## src/sv/iirdf_pkg.sv

```systemverilog
// ----------------------------------------------------------------------------
// iirdf_pkg
// Shared widths, codes and helpers of the IIR position controller.
// ----------------------------------------------------------------------------
package iirdf_pkg;

    localparam int MAX_ORDER_DEF = 10;

    // Coefficient, multiplier operand, digit, product and delay widths
    localparam int COEF_W  = 32;
    localparam int MPL_W   = 28;
    localparam int DIGIT_W = 4;
    localparam int N_DIGIT = MPL_W / DIGIT_W;
    localparam int PP_W    = COEF_W + DIGIT_W + 1;
    localparam int PROD_W  = 60;
    localparam int DLY_W   = 48;

    // Item function codes
    localparam logic [1:0] FUNC_SAMPLE = 2'd0;
    localparam logic [1:0] FUNC_WR_B   = 2'd1;
    localparam logic [1:0] FUNC_WR_A   = 2'd2;

    // Configuration register indexes
    localparam logic [2:0] CFG_ORDER   = 3'd0;
    localparam logic [2:0] CFG_OFFSET  = 3'd1;
    localparam logic [2:0] CFG_PFLOOR  = 3'd2;
    localparam logic [2:0] CFG_PCEIL   = 3'd3;
    localparam logic [2:0] CFG_RFLOOR  = 3'd4;
    localparam logic [2:0] CFG_RCEIL   = 3'd5;

    // Saturate a wide sum to a signed delay word
    function automatic logic signed [DLY_W-1:0] sat_dly(input logic signed [PROD_W-1:0] v);
        logic signed [DLY_W-1:0] res;
        if (v > $signed({{(PROD_W-DLY_W+1){1'b0}}, {(DLY_W-1){1'b1}}})) begin
            res = {1'b0, {(DLY_W-1){1'b1}}};
        end else if (v < $signed({{(PROD_W-DLY_W+1){1'b1}}, {(DLY_W-1){1'b0}}})) begin
            res = {1'b1, {(DLY_W-1){1'b0}}};
        end else begin
            res = v[DLY_W-1:0];
        end
        return res;
    endfunction

endpackage

```

## src/sv/iirdf_mul.sv

```systemverilog
// ----------------------------------------------------------------------------
// iirdf_mul
// Digit-serial signed multiplier: one 4-bit digit of the multiplier per cycle,
// most significant digit first.
// ----------------------------------------------------------------------------
module iirdf_mul (
    input  logic                                  i_clk,
    input  logic                                  i_rst_n,
    input  logic                                  i_start,
    input  logic signed [iirdf_pkg::COEF_W-1:0]   i_cand,
    input  logic signed [iirdf_pkg::MPL_W-1:0]    i_plier,
    output logic                                  o_done,
    output logic signed [iirdf_pkg::PROD_W-1:0]   o_prod
);

    localparam int CNT_W = $clog2(iirdf_pkg::N_DIGIT);

    logic                                   r_busy;
    logic                                   r_done;
    logic [CNT_W-1:0]                       r_cnt;
    logic signed [iirdf_pkg::COEF_W-1:0]    r_cand;
    logic [iirdf_pkg::MPL_W-1:0]            r_plier;
    logic signed [iirdf_pkg::PROD_W-1:0]    r_acc;

    logic [iirdf_pkg::DIGIT_W-1:0]          digit;
    logic signed [iirdf_pkg::DIGIT_W:0]     sdigit;
    logic signed [iirdf_pkg::PP_W-1:0]      pp;
    logic signed [iirdf_pkg::PROD_W-1:0]    n_acc;

    // Top digit is signed, the rest unsigned
    always_comb begin
        digit  = r_plier[iirdf_pkg::MPL_W-1 -: iirdf_pkg::DIGIT_W];
        sdigit = (r_cnt == '0) ? {digit[iirdf_pkg::DIGIT_W-1], digit} : {1'b0, digit};
        pp     = r_cand * sdigit;
        n_acc  = (r_acc <<< iirdf_pkg::DIGIT_W)
               + {{(iirdf_pkg::PROD_W-iirdf_pkg::PP_W){pp[iirdf_pkg::PP_W-1]}}, pp};
    end

    // Advance one digit a cycle
    always_ff @(posedge i_clk) begin
        if (!i_rst_n) begin
            r_busy <= 1'b0;
            r_done <= 1'b0;
            r_cnt  <= '0;
        end else begin
            r_done <= 1'b0;
            if (i_start) begin
                r_busy <= 1'b1;
                r_cnt  <= '0;
            end else if (r_busy) begin
                r_cnt <= r_cnt + 1'b1;
                if (r_cnt == CNT_W'(iirdf_pkg::N_DIGIT - 1)) begin
                    r_busy <= 1'b0;
                    r_done <= 1'b1;
                end
            end
        end
    end

    always_ff @(posedge i_clk) begin
        if (i_start) begin
            r_cand  <= i_cand;
            r_plier <= i_plier;
            r_acc   <= '0;
        end else if (r_busy) begin
            r_plier <= r_plier << iirdf_pkg::DIGIT_W;
            r_acc   <= n_acc;
        end
    end

    assign o_done = r_done;
    assign o_prod = r_acc;

endmodule
```

## config.mk

```make
export PLATFORM = sky130hd
export DESIGN_NAME = iirdf_mul
export DESIGN_NICKNAME = d
export VERILOG_FILES = /design/src/sv/iirdf_pkg.sv /design/src/sv/iirdf_mul.sv
export SDC_FILE = /design/constraint.sdc
export NUM_CORES = 1
export LEC_CHECK = 0
export BUFFER_PORTS_ARGS = -buffer_cell sky130_fd_sc_hd__clkbuf_2
export CORE_MARGIN = 2
export CORE_UTILIZATION = 47
export CTS_CLUSTER_DIAMETER = 80
export CTS_CLUSTER_SIZE = 12
export DETAILED_ROUTE_END_ITERATION = 12
export GPL_ROUTABILITY_DRIVEN = 0
export PLACE_DENSITY = 0.66
export SETUP_SLACK_MARGIN = 0.15
export SYNTH_ARGS = -nofsm -noshare
export SYNTH_HDL_FRONTEND = slang
export SYNTH_SLANG_ARGS = --single-unit
```

## constraint.sdc

```tcl
create_clock -name i_clk -period 10.8 [get_ports i_clk]
set_input_delay 1.08 -clock i_clk [delete_from_list [all_inputs] [get_ports i_clk]]
set_output_delay 1.08 -clock i_clk [all_outputs]
set_load 0.1 [all_outputs]
```

==> impl_metrics.toml <==
[clock_tree]
ctsRootBufferMaster = "clkbuf_16"
clock_latency_ps = 450
clk_pin_slew_ps = 70
cts_sinks = 125
h-tree-depth = 4
clockBufferDepth = 2
cts_setup_buffers = 0
hold_buffers = 0
numCtsBuffers = 17
ctsResizeCount = 0
cts_tree = "yes"

[floorplan]
rows = 61
io_pins = 124
core-area_um2 = 27900
start_util_pct = 47.9
die_h_um = 172
dieArea_um2 = 29700
die_w_um = 172

[hold_path]
hp-class = "flop to flop"

[logic_synthesis]
synth_edf_count = 60
synth.avg_cell_area_um2 = 8.97
synthCells = 1486
ys_ff_latch = 125
ys_types = 64
syn_nets = 1784
seq_area_frac_synth_pct = 23.3
synth_area_um2 = 13300
async_flop_share_pct = 0
synthFlopType = "dfxtp_1"
yosys_warnings = 0

[worst_setup_path]
crit_path_end_kind = "flop"
critical-path-max-stage-delay_ps = 1010
required_ps = 11180
critPathLaunchType = "flop"
critPathKind = "flop to flop"
cp_data_arrival_time_ps = 9430
cp_slowest_cell = "edfxtp_1"
cp_max_fo = 33

[timing]
slew_headroom_pct = 29.2
hold_violations = 0
rsz0062_at_grt = "no"
setup_viol_count_final = 0
slew_violations = 0
max_freq_mhz = 111
min_period_over_period_pct = 83.8
finalClockSkew_ps = 10.6
setup_tns_ps = 0
fin_crit_ps = 9050
tightestPinTransition_ps = 1060

[finish]
final_nets = 1880
postLayoutCoreUtil_pct = 53.3
antenna_cells = 0
area_delta_synth_final_pct = 11.4
final_layout_size_suffix_gt1_share_pct = 12.2

[route]
drtPass1Iterations = 5
wirelength_um = 30800
drtIter0Drc = 504
viasPerCell = 5.36
num_vias = 10600
post_drt_wl_per_cell_um = 15.6
route.detailed.drc = 0
antenna_left = 0

[global_route]
grt_max_degree = 65
antenna_found_initial = 0
grt_overflow = 0
grt_pass1_wl_um = 51900
grt.total_usage_pct = 21.9
grt_pass1_vias = 10500

[outcome]
status = "complete, no violations"

[job]
max-cap-violations = 0

[placed_design]
io_buffers = 123
place_hpwl_um = 23800
==> per-layer routing <==
layer | GRT usage, % | share of wire [%] | vias up
li1 | - | - | 5219
met1 | 29.6 | 48 | 5117
met2 | 36.0 | 47 | 218
met3 | 4.30 | 4.4 | 24
met4 | 5.48 | 1.2 | 0
met5 | 0 | 0 | -
==> layout by cell type, fill, tap and decap left out, types with 4 or more instances in the layout <==
| master | Yosys | layout |
|---|---|---|
| a211oi_1 | 16 | 16 |
| a21o_1 | 50 | 50 |
| a21oi_1 | 84 | 84 |
| a22o_1 | 12 | 12 |
| a31oi_1 | 11 | 11 |
| and2_1 | 129 | 129 |
| and3_1 | 6 | 6 |
| buf_4 | 0 | 4 |
| clkbuf_16 | 0 | 17 |
| clkbuf_2 | 0 | 122 |
| dfxtp_1 | 65 | 64 |
| edfxtp_1 | 60 | 60 |
| fa_1 | 99 | 99 |
| ha_1 | 136 | 136 |
| inv_1 | 207 | 207 |
| inv_8 | 0 | 7 |
| mux2_2 | 24 | 24 |
| mux2i_1 | 43 | 43 |
| nand2_1 | 60 | 60 |
| nand2b_1 | 17 | 17 |
| nand3_1 | 18 | 18 |
| nand4_1 | 17 | 17 |
| nor2_1 | 134 | 134 |
| nor2b_1 | 11 | 11 |
| nor3_1 | 6 | 6 |
| o211ai_1 | 6 | 6 |
| o21a_1 | 17 | 17 |
| o21ai_0 | 47 | 47 |
| o21bai_1 | 10 | 10 |
| o311ai_0 | 4 | 4 |
| o31a_1 | 4 | 4 |
| xnor2_1 | 60 | 59 |
| xor2_1 | 26 | 26 |
==> metrics by stage <==
step / hold slack (ps) / setup WS [ps] / cell area [um2] / cells
5_1_grt: 525 / 1160 / 14800 / 1973
6_report: 498 / 1750 / 14800 / 1973
2_1_floorplan: 471 / 2540 / 13300 / 1486
4_1_cts: 495 / 1830 / 14800 / 1973
3_5_place_dp: 485 / 1870 / 14300 / 1941
3_3_place_gp: 483 / 2100 / 14300 / 1941
==> logic make-up (layout without fill, tap and decap cells) <==
kind of cell	Yosys count	count (layout)	share of synthesized area [%]
compound gates	300	300	15.1
xor+xnor	86	86	5.65
fa+ha+maj	235	235	27.6
buf+inv	256	365	7.21
flops	125	125	23.3
mux	67	67	5.26
simple gates	417	417	15.8
==> state kept, by name, summed over array words and instances (netlist names) <==
register,count
r_cnt,3
r_plier,28
o_done,1
r_busy,1
r_cand,32
o_prod,60
==> layout make-up <==
type | instances | area, um2
clock buffer | 17 | 425
clock inverter | 15 | 148
fill | 2574 | 13000
inverter | 207 | 777
multi-input combinational | 1105 | 9280
sequential | 125 | 3110
tap | 378 | 473
timing repair buffer | 126 | 641
==> final timing paths <==
path | startpoint | endpoint | slack (ps) | cells past startpoint
hold reg to reg | o_prod[0] | o_prod[0] | 500 | 2
setup / recovery | r_plier[27] | o_prod[56] | 1750 | 29
setup reg to reg | r_plier[27] | o_prod[56] | 1750 | 29
hold / removal | o_prod[0] | o_prod[0] | 500 | 2
==> critical path, delay by kind of cell (launching register included) <==
kind                       cells  cell delay, ps
adders and majority gates      5            2190
AOI/OAI and AO/OA             13            3160
buffers and inverters          3             500
and+or+nand+nor                7            1960
DFF                            1            1010
xor gates and xnor gates       1             150
==> cells in the mapped netlist (6+ instances only) <==
master / count / share of area (%)
xor2_1: 26 / 1.7
nor2_1: 134 / 3.8
a211oi_1: 16 / 0.90
o21ai_0: 47 / 1.8
a22o_1: 12 / 0.79
nand3_1: 18 / 0.68
and3_1: 6 / 0.28
o21bai_1: 10 / 0.56
mux2i_1: 43 / 3.2
nand2_1: 60 / 1.7
a21o_1: 50 / 2.8
nor3_1: 6 / 0.23
dfxtp_1: 65 / 9.8
o211ai_1: 6 / 0.34
nor2b_1: 11 / 0.52
a31oi_1: 11 / 0.52
and2_1: 129 / 6.1
nand2b_1: 17 / 0.80
nand4_1: 17 / 0.80
mux2_2: 24 / 2.0
xnor2_1: 60 / 3.9
inv_1: 207 / 5.8
clkbuf_1: 45 / 1.3
fa_1: 99 / 15
o21a_1: 17 / 0.96
a21oi_1: 84 / 3.2
edfxtp_1: 60 / 14
ha_1: 136 / 13
Power is left out: the tool's default activity adds up to more than one toggle a clock period on the data nets, which glitch-free logic cannot reach.
